===== src/sv/i2srd_pkg.sv =====
// Shared widths, constants and controller/datapath interface types for the I2S rate divider search.
package i2srd_pkg;

	// Field widths.
	localparam int CLK_W  = 28;
	localparam int BITS_W = 6;
	localparam int RATE_W = 20;
	localparam int N_W    = 7;
	localparam int XY_W   = 8;

	// Internal widths: the numerator is rate * bits * 4, the ratio dividend is that shifted by 16.
	localparam int NUM_W  = CLK_W;
	localparam int FRAC_W = 16;
	localparam int DIV_W  = NUM_W + FRAC_W;
	localparam int DCNT_W = $clog2(DIV_W + 1);
	localparam int XP_W   = NUM_W + N_W + XY_W;

	// Constants.
	localparam logic [CLK_W-1:0]  CLK_RESET = CLK_W'(204000000);
	localparam int                MAX_N_DEF = 64;
	localparam logic [XY_W-1:0]   Y_TOP     = 8'd255;
	localparam logic [XY_W-1:0]   X_MAX     = 8'hFF;
	localparam logic [FRAC_W-1:0] HALF_Q16  = 16'h8000;
	localparam logic [FRAC_W:0]   ONE_Q16   = 17'h10000;
	localparam logic [FRAC_W-1:0] FRAC_Q16  = 16'hFFFF;

	// Commands from the controller to the datapath.
	typedef struct packed {
		logic load;
		logic div_step;
		logic n_init;
		logic n_step;
		logic n_take;
		logic y_step;
		logic x_load;
		logic out_load;
		logic err;
	} i2srd_cmd_t;

	// Status from the datapath to the controller.
	typedef struct packed {
		logic div_done;
		logic ratio_big;
		logic n_hit;
		logic cand_last;
		logic y_stop;
	} i2srd_sts_t;

endpackage


===== src/sv/i2srd_dp.sv =====
// Datapath of the I2S rate divider search: serial divider, N and Y search units, result register.
module i2srd_dp import i2srd_pkg::*; #(
	parameter int MAX_N = MAX_N_DEF
) (
	input  logic              clk,
	input  logic              arst_n,
	input  logic              cfg_we,
	input  logic [CLK_W-1:0]  cfg_wdata,
	input  logic [BITS_W-1:0] word_bits,
	input  logic [RATE_W-1:0] sample_rate,
	input  i2srd_cmd_t        cmd,
	output i2srd_sts_t        sts,
	output logic              status,
	output logic [N_W-1:0]    div_n,
	output logic [XY_W-1:0]   x_div,
	output logic [XY_W-1:0]   y_div
);

	localparam int CW = $clog2(MAX_N + 1);

	logic [CLK_W-1:0]      clk_q;
	logic [NUM_W-1:0]      num_q;
	logic [DIV_W-1:0]      dq_q;
	logic [CLK_W-1:0]      dr_q;
	logic [DCNT_W-1:0]     dcnt_q;
	logic [FRAC_W-1:0]     ratio_q;
	logic [CW-1:0]         cand_q;
	logic [N_W-1:0]        n_q;
	logic [FRAC_W-1:0]     scaled_q;
	logic [NUM_W+N_W-1:0]  mnum_q;
	logic [XY_W-1:0]       y_q;
	logic [XY_W-1:0]       best_y_q;
	logic [FRAC_W-1:0]     best_err_q;
	logic                  status_q;
	logic [N_W-1:0]        div_n_q;
	logic [XY_W-1:0]       x_div_q;
	logic [XY_W-1:0]       y_div_q;

	logic [NUM_W-3:0]          wr_prod;
	logic [CLK_W:0]            dtrial;
	logic [CLK_W:0]            ddiff;
	logic                      dge;
	logic [FRAC_W+CW-1:0]      nprod;
	logic [FRAC_W+XY_W-1:0]    yprod;
	logic [FRAC_W-1:0]         yfrac;
	logic [FRAC_W-1:0]         yerr;
	logic [XP_W-1:0]           xprod;
	logic [XY_W-1:0]           xclamp;

	// Source clock register, reset to its nominal frequency.
	always_ff @(posedge clk or negedge arst_n) begin
		if (!arst_n) begin
			clk_q <= CLK_RESET;
		end else if (cfg_we) begin
			clk_q <= cfg_wdata;
		end
	end

	// Word width times sample rate, at full width before the factor of four.
	assign wr_prod = (NUM_W-2)'(word_bits) * (NUM_W-2)'(sample_rate);

	// One restoring division step: shift in the next dividend bit, subtract if it fits.
	// A zero source clock makes every step subtract, so the ratio saturates and flags an error.
	assign dtrial = {dr_q, dq_q[DIV_W-1]};
	assign dge    = dtrial >= {1'b0, clk_q};
	assign ddiff  = dtrial - {1'b0, clk_q};

	// Candidate test for N and scaled ratio for the chosen N.
	assign nprod = ratio_q * cand_q;

	// Rounding error of Y * ratio * N to the nearest whole number.
	assign yprod = y_q * scaled_q;
	assign yfrac = yprod[FRAC_W-1:0];
	assign yerr  = (yfrac > HALF_Q16) ? FRAC_W'(ONE_Q16 - {1'b0, yfrac}) : yfrac;

	// Dividend of the X division.
	assign xprod = mnum_q * best_y_q;

	// X is clamped to the range 1 to 255.
	always_comb begin
		if (|dq_q[DIV_W-1:XY_W]) begin
			xclamp = X_MAX;
		end else if (dq_q[XY_W-1:0] == '0) begin
			xclamp = XY_W'(1);
		end else begin
			xclamp = dq_q[XY_W-1:0];
		end
	end

	// Working registers, driven by the controller's commands.
	always_ff @(posedge clk) begin
		if (cmd.load) begin
			num_q  <= {wr_prod, 2'b00};
			dq_q   <= {wr_prod, 2'b00, {FRAC_W{1'b0}}};
			dr_q   <= '0;
			dcnt_q <= '0;
		end else if (cmd.x_load) begin
			dq_q   <= DIV_W'(xprod);
			dr_q   <= '0;
			dcnt_q <= '0;
		end else if (cmd.div_step) begin
			dq_q   <= {dq_q[DIV_W-2:0], dge};
			dr_q   <= dge ? ddiff[CLK_W-1:0] : dtrial[CLK_W-1:0];
			dcnt_q <= dcnt_q + DCNT_W'(1);
		end

		if (cmd.n_init) begin
			ratio_q <= dq_q[FRAC_W-1:0];
			cand_q  <= CW'(MAX_N);
		end else if (cmd.n_step) begin
			cand_q <= cand_q - CW'(1);
		end

		if (cmd.n_take) begin
			n_q        <= N_W'(cand_q);
			scaled_q   <= nprod[FRAC_W-1:0];
			mnum_q     <= num_q * N_W'(cand_q);
			y_q        <= Y_TOP;
			best_y_q   <= Y_TOP;
			best_err_q <= FRAC_Q16;
		end else if (cmd.y_step) begin
			y_q <= y_q - XY_W'(1);
			if (yerr == '0) begin
				best_y_q <= y_q;
			end else if (yerr < best_err_q) begin
				best_err_q <= yerr;
				best_y_q   <= y_q;
			end
		end

		if (cmd.out_load) begin
			status_q <= cmd.err;
			div_n_q  <= cmd.err ? '0 : n_q;
			x_div_q  <= cmd.err ? '0 : xclamp;
			y_div_q  <= cmd.err ? '0 : best_y_q;
		end
	end

	// Status toward the controller.
	assign sts.div_done  = dcnt_q == DCNT_W'(DIV_W);
	assign sts.ratio_big = |dq_q[DIV_W-1:FRAC_W];
	assign sts.n_hit     = nprod[FRAC_W+CW-1:FRAC_W] == '0;
	assign sts.cand_last = cand_q == CW'(1);
	assign sts.y_stop    = (yerr == '0) || (y_q == XY_W'(1));

	assign status = status_q;
	assign div_n  = div_n_q;
	assign x_div  = x_div_q;
	assign y_div  = y_div_q;

`ifndef SYNTHESIS
	// A successful result always carries nonzero dividers within range.
	a_success_fields: assert property (@(posedge clk) disable iff (!arst_n)
		cmd.out_load && !cmd.err |=> div_n != '0 && x_div != '0 && y_div != '0
		&& div_n <= N_W'(MAX_N))
		else $error("successful result with out-of-range divider");
`endif

endmodule


===== src/sv/i2srd_ctrl.sv =====
// Controller state machine of the I2S rate divider search.
module i2srd_ctrl import i2srd_pkg::*; (
	input  logic       clk,
	input  logic       arst_n,
	input  logic       in_valid,
	output logic       in_ready,
	output logic       out_valid,
	input  logic       out_ready,
	input  i2srd_sts_t sts,
	output i2srd_cmd_t cmd
);

	typedef enum logic [6:0] {
		S_IDLE  = 7'b0000001,
		S_DIVA  = 7'b0000010,
		S_NSRCH = 7'b0000100,
		S_YSRCH = 7'b0001000,
		S_XMUL  = 7'b0010000,
		S_DIVB  = 7'b0100000,
		S_FIN   = 7'b1000000
	} state_t;

	state_t state_q;
	state_t state_d;
	logic   err_q;
	logic   err_d;
	logic   out_valid_q;

	// Next state and commands.
	always_comb begin
		state_d = state_q;
		err_d   = err_q;
		cmd     = '0;
		case (state_q)
			S_IDLE: begin
				if (in_valid) begin
					cmd.load = 1'b1;
					err_d    = 1'b0;
					state_d  = S_DIVA;
				end
			end
			S_DIVA: begin
				if (!sts.div_done) begin
					cmd.div_step = 1'b1;
				end else if (sts.ratio_big) begin
					err_d   = 1'b1;
					state_d = S_FIN;
				end else begin
					cmd.n_init = 1'b1;
					state_d    = S_NSRCH;
				end
			end
			S_NSRCH: begin
				if (sts.n_hit) begin
					cmd.n_take = 1'b1;
					state_d    = S_YSRCH;
				end else begin
					cmd.n_step = 1'b1;
				end
			end
			S_YSRCH: begin
				cmd.y_step = 1'b1;
				if (sts.y_stop) begin
					state_d = S_XMUL;
				end
			end
			S_XMUL: begin
				cmd.x_load = 1'b1;
				state_d    = S_DIVB;
			end
			S_DIVB: begin
				if (!sts.div_done) begin
					cmd.div_step = 1'b1;
				end else begin
					state_d = S_FIN;
				end
			end
			S_FIN: begin
				if (!out_valid_q || out_ready) begin
					cmd.out_load = 1'b1;
					state_d      = S_IDLE;
				end
			end
			default: begin
				state_d = S_IDLE;
			end
		endcase
		cmd.err = err_q;
	end

	// State, error flag and result-valid registers.
	always_ff @(posedge clk or negedge arst_n) begin
		if (!arst_n) begin
			state_q     <= S_IDLE;
			err_q       <= 1'b0;
			out_valid_q <= 1'b0;
		end else begin
			state_q <= state_d;
			err_q   <= err_d;
			if (cmd.out_load) begin
				out_valid_q <= 1'b1;
			end else if (out_ready) begin
				out_valid_q <= 1'b0;
			end
		end
	end

	assign in_ready  = state_q == S_IDLE;
	assign out_valid = out_valid_q;

`ifndef SYNTHESIS
	// The N search always finds a candidate before running out.
	a_n_found: assert property (@(posedge clk) disable iff (!arst_n)
		state_q == S_NSRCH && sts.cand_last |-> sts.n_hit)
		else $error("N search ran past the last candidate");

	// An accepted transaction starts the ratio division with a clean error flag.
	a_start: assert property (@(posedge clk) disable iff (!arst_n)
		in_valid && in_ready |=> state_q == S_DIVA && !err_q)
		else $error("accepted transaction did not start the division");

	// Loading the result register always presents a result.
	a_present: assert property (@(posedge clk) disable iff (!arst_n)
		cmd.out_load |=> out_valid_q)
		else $error("loaded result not presented");
`endif

endmodule


===== src/sv/i2s_rate_divider_search_top.sv =====
// From acceptance to result valid: the first 44-step serial division, the N search down from
// MAX_N, the Y search over 255 candidates, the X product and the second 44-step division;
// an error result (ratio too large) skips all steps after the first division.
// Throughput: one transaction at a time; the next is taken once the result is in the output
// register, even while that result waits. Reset returns the source clock register to
// 204000000, idles the controller and drops any pending result.
module i2s_rate_divider_search_top import i2srd_pkg::*; #(
	parameter int MAX_N = MAX_N_DEF
) (
	input  logic              clk,
	input  logic              arst_n,
	input  logic              cfg_we,
	input  logic [CLK_W-1:0]  cfg_wdata,
	input  logic              in_valid,
	output logic              in_ready,
	input  logic [BITS_W-1:0] word_bits,
	input  logic [RATE_W-1:0] sample_rate,
	output logic              out_valid,
	input  logic              out_ready,
	output logic              status,
	output logic [N_W-1:0]    div_n,
	output logic [XY_W-1:0]   x_div,
	output logic [XY_W-1:0]   y_div
);

	i2srd_cmd_t cmd;
	i2srd_sts_t sts;

	// Sequencing.
	i2srd_ctrl u_ctrl (
		.clk       (clk),
		.arst_n    (arst_n),
		.in_valid  (in_valid),
		.in_ready  (in_ready),
		.out_valid (out_valid),
		.out_ready (out_ready),
		.sts       (sts),
		.cmd       (cmd)
	);

	// Arithmetic and result register.
	i2srd_dp #(
		.MAX_N (MAX_N)
	) u_dp (
		.clk         (clk),
		.arst_n      (arst_n),
		.cfg_we      (cfg_we),
		.cfg_wdata   (cfg_wdata),
		.word_bits   (word_bits),
		.sample_rate (sample_rate),
		.cmd         (cmd),
		.sts         (sts),
		.status      (status),
		.div_n       (div_n),
		.x_div       (x_div),
		.y_div       (y_div)
	);

endmodule

===== config.mk =====
export PLATFORM = sky130hd
export DESIGN_NAME = i2s_rate_divider_search_top
export DESIGN_NICKNAME = d
export VERILOG_FILES = /design/src/sv/i2srd_pkg.sv /design/src/sv/i2srd_dp.sv /design/src/sv/i2srd_ctrl.sv /design/src/sv/i2s_rate_divider_search_top.sv
export SDC_FILE = /design/constraint.sdc
export NUM_CORES = 2
export LEC_CHECK = 0
export ABC_AREA = 0
export ABC_CLOCK_PERIOD_IN_PS = 9300
export BUFFER_PORTS_ARGS = -buffer_cell sky130_fd_sc_hd__clkbuf_2
export CAP_MARGIN = 10
export CORE_MARGIN = 2
export CORE_UTILIZATION = 60
export DETAILED_ROUTE_END_ITERATION = 6
export GPL_ROUTABILITY_DRIVEN = 0
export HOLD_SLACK_MARGIN = 0.12
export PLACE_DENSITY = 0.77
export SLEW_MARGIN = 20
export SYNTH_ARGS = -nofsm -noshare
export SYNTH_HDL_FRONTEND = slang
export SYNTH_SLANG_ARGS = --single-unit

===== constraint.sdc =====
create_clock -name clk -period 9.3 [get_ports clk]
set_input_delay 0 -clock clk [delete_from_list [all_inputs] [get_ports clk]]
set_output_delay 0 -clock clk [all_outputs]
set_load 0.01 [all_outputs]

# ---- After elaboration in Yosys (flattened, before gate mapping)
# Cells that the tools add are included.
dict set report word_totals {
  output_inout_bits 26
  regBits 276
  wordCells 107
  input_bits 59
}
dict set report classes {
  n_addsub 5
  multipliers 5
  n_lt_le_gt_ge 3
  n_mux 37
  n_eq_ne 16
  n_bitwise 1
  reduce_logical 19
}
# operator count
set ops {}
lappend ops {{$mux W44} 3}
lappend ops {{$mux W7} 7}
lappend ops {{$pmux W7 S7} 1}
lappend ops {{$mul A33 B8 Y41} 1}
lappend ops {{$reduce_or A36 Y1} 1}
lappend ops {{$mul A26 B7 Y33} 1}
lappend ops {{$mux W8} 4}
lappend ops {{$ge A29 B28 Y1} 1}
lappend ops {{$mux W28} 1}
lappend ops {{$reduce_or A28 Y1} 1}
lappend ops {{$sub A28 B28 Y28} 1}
lappend ops {{$mul A6 B20 Y26} 1}
lappend ops {{$mul A16 B7 Y23} 1}
lappend ops {{$mux W1} 18}
lappend ops {{$gt A16 B16 Y1 const B} 1}
lappend ops {{$logic_not A16 Y1} 1}
lappend ops {{$lt A16 B16 Y1} 1}
lappend ops {{$mul A8 B16 Y16} 1}
lappend ops {{$mux W16} 1}
lappend ops {{$sub A1 B16 Y16 const A} 1}
lappend ops {{$eq A8 B1 Y1 const B} 1}
lappend ops {{$logic_not A8 Y1} 1}
lappend ops {{$ne A2 B2 Y1 const B} 4}
lappend ops {{$reduce_bool A2 Y1} 4}
lappend ops {{other kinds (24)} 28}

# ---- Logic depth before layout (Yosys ltp)
dict set report depth {
  ltp_word 7
  ltp_mapped 35
  depth_no_buf 30
}

# ---- Hierarchy
# From an unflattened synthesis, not the netlist that was laid out.
dict set report unflattened {
  hier_cells 3897
  area_unflattened_um2 35684.2
}
# module instances area_per_inst_um2 seq_area_each_um2 cells_each
set modules_own_cells {}
lappend modules_own_cells {i2srd_dp 1 35018.6 6977.9 3819}
lappend modules_own_cells {i2srd_ctrl 1 665.6 226.5 78}

# ---- Worst setup path after synthesis
# No wires, ideal clock.
dict set report synth_path {
  path_kind {register to register}
  startpoint {reg u_dp.cand_q[1]}
  endpoint {reg u_dp.mnum_q[10] (enable)}
  stages_incl_launch_ff 21
  setup_time_ns 0.442
  required_ns 8.858
  setup_slack_ns 1.941
  path_buffers 4
  arrival_ns 6.916
  period_less_slack_ns 7.359
  cell_sequence {dfxtp_1 clkbuf_1 clkbuf_1 nand2_1 fa_1 fa_1 inv_1 fa_1 fa_1 ha_1 a21oi_1 o2111ai_1 or2_2 a21o_1 a31o_2 mux2_2 o2111a_1 nand2_1 clkbuf_1 nor2_1 clkbuf_1}
}
# element line
set synth_lines {}
lappend synth_lines {{from (decl)} i2srd_dp.sv:27} ;# logic [CW-1:0] cand_q;
lappend synth_lines {{from (signal assigned)} i2srd_dp.sv:109} ;# cand_q <= CW'(MAX_N);
lappend synth_lines {{from (signal assigned)} i2srd_dp.sv:111} ;# cand_q <= cand_q - CW'(1);
lappend synth_lines {{to (signal assigned)} i2srd_dp.sv:117} ;# mnum_q <= num_q * N_W'(cand_q);
lappend synth_lines {{to (decl)} i2srd_dp.sv:30} ;# logic [NUM_W+N_W-1:0] mnum_q;

# ---- Worst setup path in the final report
dict set report layout_path {
  startpoint {reg u_dp.y_q[2]}
  endpoint {reg u_dp.best_y_q[7]}
}
dict set report layout_between {
  elab_chain_cells 6
  elab_cells_between_ends 9
  cone_classes {1 x add/sub; 1 x mul; 2 x order compare; 2 x mux; 3 x reduce/logical}
}
# element line
set layout_rtl {}
lappend layout_rtl {{from (decl)} i2srd_dp.sv:31} ;# logic [XY_W-1:0] y_q;
lappend layout_rtl {{from (signal assigned)} i2srd_dp.sv:122} ;# y_q <= y_q - XY_W'(1);
lappend layout_rtl {{$mul A8 B16 Y16 (*)} i2srd_dp.sv:72} ;# assign yprod = y_q * scaled_q;
lappend layout_rtl {{$gt A16 B16 Y1 (*)} i2srd_dp.sv:74} ;# assign yerr = (yfrac > HALF_Q16) ? FRAC_W'(ONE_Q16 - {1'b0, yfrac}) : yfrac;
lappend layout_rtl {{$mux W16 (*)} i2srd_dp.sv:74}
lappend layout_rtl {{net u_dp.yerr[1]} i2srd_dp.sv:46} ;# logic [FRAC_W-1:0] yerr;
lappend layout_rtl {{$lt A16 B16 Y1 or $logic_not A16 Y1 (tied branches)} {i2srd_dp.sv:125, i2srd_dp.sv:123}}
lappend layout_rtl {{$reduce_bool A2 Y1 (no line)} -}
lappend layout_rtl {{$reduce_and A2 Y1 (no line)} -}
lappend layout_rtl {{to (signal assigned)} i2srd_dp.sv:124} ;# best_y_q <= y_q;
lappend layout_rtl {{to (signal assigned)} i2srd_dp.sv:127} ;# best_y_q <= y_q;
lappend layout_rtl {{to (decl)} i2srd_dp.sv:32} ;# logic [XY_W-1:0] best_y_q;
# Mark *: on every way through the listed nets, which the timed path passes. The rest lies on a longest branch.
# A chain may end at the register's enable or synchronous reset.

==> out/summary.txt <==
I/O Buffers = 84
Static Leakage = 18.33 nW
Ant diodes = 0
Clock share of power = 32.7%
P per Cell Area = 110.5 nW/um2
Yosys top cell area share = 28.61%
Worst Hold Launch = sample_rate[1]
I/O pins = 85
Global-route wire length before repair = 138.3 mm
CTS clk-pin slew, worst paths = 0.06 ns
Initial Util = 60.46%
Fraction of registers with async set/reset = 13.41%
Status = finished, final reports clean
CTS Buffer Depth = 3
Max incr delay on CP = 0.76 ns
Largest area contributor in the netlist = fa_1
Core area = 58800 um2
Gr usage total = 27.99%
Sw Ratio = 34.42%
ANT nets after route = 0
Die footprint = 61210 um2
RSZ-0062 raised after global routing = no
Worst-Margin Slew = 1.036 ns
Relative slew slack = 30.70%
DRT Wirelength = 81.80 mm
Layout cells sized above 1 = 5.631%
Seq/Total Area, Yosys = 20.27%
Logic pwr share = 27.1%
Main flop type after synthesis = edfxtp_1
CTS tree = built
Largest net degree at the start of global routing = 69
MaxCap Viol Count = 0
Seq pwr share = 40.1%
Via count = 27100
Vias in the first global route = 28150
Pint = 0.002763 W
Max H-tree Level = 2
Tot Pwr = 0.004213 W
Crit-path slowest cell = dfxtp_1
Final Instance Count excl. Fillers = 4769
Synthesis-stage register bit count = 276
Worst setup EP type = register
Number of synthesized flops with an enable pin = 148
Initial DRC count = 1439
Fillers = 4886
Initial antenna violation count = 0
Clk root buf = clkbuf_16
Final setup fails = 0
# resized after CTS = 0
Reg2Reg Launch Point = u_dp.y_q[2]$_SDFFE_PP1P_
HPWL after DPL = 63.53 mm
Die X-Extent = 247.4 um
Clock net sink count = 276
# DRC = 0
Worst path required time = 9.76 ns
Total negative slack = 0 ns
Setup CP Type = register to register
Final period util = 88.25%
Hold_buf cts = 33
Post-Syn Area = 35550 um2
Critical path arrival = 8.67 ns
FMAX = 121.8 MHz
Tmin final = 8.207 ns
Cell area after layout = 38120 um2
Worst R2R Setup Slack = 1.09 ns
Worst Setup SP = u_dp.y_q[2]$_SDFFE_PP1P_
Post-Place Cell Area = 36620 um2
Vias per cell = 5.683
Synthesized area per cell = 9.039 um2
Worst-path maximum fanout = 20
Clock latency on the worst-skew pair = 0.56 ns
Net count after synthesis = 4760
Post-CTS Setup Inserts = 0
Mapped Cells = 3933
Dpl cells = 4674
DIE HEIGHT = 247.4 um
Area Overhead vs Synth = 7.219%
Warnings from Yosys = 0
Type of the worst min-delay path = input port to register
Distinct cells, synth = 89
Wire per inst = 17.15 um
Peak VDD IR = 145.5 uV
Clk_skew = 0.02944 ns
Net Switching = 0.001450 W
CP Launch Type = register
Max-slew violations = 0
Fin nets = 4797
Final hold violations = 0
Cts bufs inserted = 34
Final Util = 64.83%
Pre-antenna DRT Iters = 6
Largest cells by area after synthesis = fa_1 29%, edfxtp_1 13%, ha_1 9.2%, nand2_1 6.8%, inv_1 5.8%
Row cnt = 89
GRT overflow = 0
## metal layers
metal	wire length (um)	part of all wire, %	GRT usage [%]
met1	33340	41	35.02
met2	40260	49	48.12
met3	4101	5.0	3.871
met4	4100	5.0	13.10
met5	0	0	0
## synthesized netlist by cell type, types with 28 or more instances
cell and count:
o21a_1 34, nand2b_1 28, mux2i_1 46, a21oi_1 161, nor2b_1 43, nand3_1 44
xnor2_1 101, ha_1 260, o21ai_0 168, inv_1 545, nor2_1 200, nand2_1 644
xor2_1 53, clkbuf_1 132, edfxtp_1 148, dfxtp_1 91, nor3_1 34, and2_1 315
a21o_1 63, fa_1 508
## worst paths after layout
path | cells past startpoint | end
hold / removal | 3 | u_dp.num_q[3]$_DFFE_PP_
hold reg to reg | 2 | u_dp.dr_q[9]$_SDFFE_PP0P_
min in group asynchronous | 4 | u_ctrl.state_q[6]$_DFFE_PN0P_
setup reg to reg | 29 | u_dp.best_y_q[7]$_SDFFE_PP1P_
max in group asynchronous | 4 | u_dp.clk_q[19]$_DFFE_PN1P_
setup / recovery | 29 | u_dp.best_y_q[7]$_SDFFE_PP1P_
## area by class of cell
| type | instances | area (um2) | share of cell area, % |
|---|---|---|---|
| Sequential cell | 276 | 7204 | 18.90 |
| Multi-Input combinational cell | 2965 | 25760 | 67.57 |
| Inverter | 546 | 2049 | 5.377 |
| Clock buffer | 48 | 1028 | 2.698 |
| Clock inverter | 14 | 135.1 | 0.3545 |
| Timing Repair Buffer | 147 | 975.9 | 2.560 |
| Tap cell | 773 | 967.2 | 2.537 |
## state kept, by name (all words and copies together) (netlist names), 7 cells and up
register / count
u_dp.dr_q: 28
u_dp.clk_q: 28
u_dp.y_div: 8
u_dp.dq_q: 44
u_dp.mnum_q: 33
u_dp.y_q: 8
u_dp.x_div: 8
u_dp.div_n: 7
u_dp.scaled_q: 16
u_dp.best_y_q: 8
u_dp.ratio_q: 16
u_ctrl.state_q: 7
u_dp.best_err_q: 16
u_dp.num_q: 26
u_dp.cand_q: 7
u_dp.n_q: 7
## worst max-delay path: cells and delay by family (launching register included)
kind                       cells  cell delay, ns
muxes                          2            0.66
adders and majority gates      6            2.65
DFF                            1            0.76
AOI/OAI and AO/OA             14            2.83
and+or+nand+nor                4            1.08
buffers and inverters          3            0.14
## cell usage in the layout, fill, tap and decap left out, types with 11 or more instances in the layout
cell and count:
nand2_1 644, inv_1 545, fa_1 508, and2_1 315, ha_1 260, nor2_1 197
o21ai_0 168, a21oi_1 161, edfxtp_1 148, xnor2_1 101, dfxtp_1 91, clkbuf_2 84
a21o_1 63, xor2_1 53, mux2i_1 46, nand3_1 43, nor2b_1 42, clkbuf_16 38
o21a_1 34, nor3_1 33, dlygate4sd3_1 33, buf_4 30, nand2b_1 28, dfrtp_1 27
nand4_1 19, nor4_1 18, a211oi_1 17, o21bai_1 15, or3_1 13, a31oi_1 13
a22oi_1 13, a21boi_0 11, o31ai_1 11
## power by group through the flow
stage | Clock, W | Sequential, W | Combinational (W)
floorplan | 0 | 0.00163 | 0.000786
global placement | 0 | 0.00170 | 0.00110
detailed placement | 0 | 0.00171 | 0.00112
CTS | 0.00141 | 0.00168 | 0.00114
global route | 0.00145 | 0.00171 | 0.00128
finish | 0.00138 | 0.00169 | 0.00114
## cells by family after synthesis
logic type / Yosys count / share of synthesized area (%)
simple gates: 1401 / 18.69
fa+ha+maj: 768 / 37.76
buf+inv: 692 / 7.373
compound gates: 586 / 10.39
flops: 276 / 20.27
xor+xnor: 159 / 4.076
mux: 51 / 1.454
## per-stage QoR
step                      hold slack [ns]  setup slack [ns]
after floorplan                   -0.2956             1.941
after global placement             0.1021             1.383
after detailed placement           0.1067             1.169
after CTS                          0.1317             1.143
after global routing               0.1787            0.4241
final                              0.1731             1.093
Power figures use the tool's default switching activity.
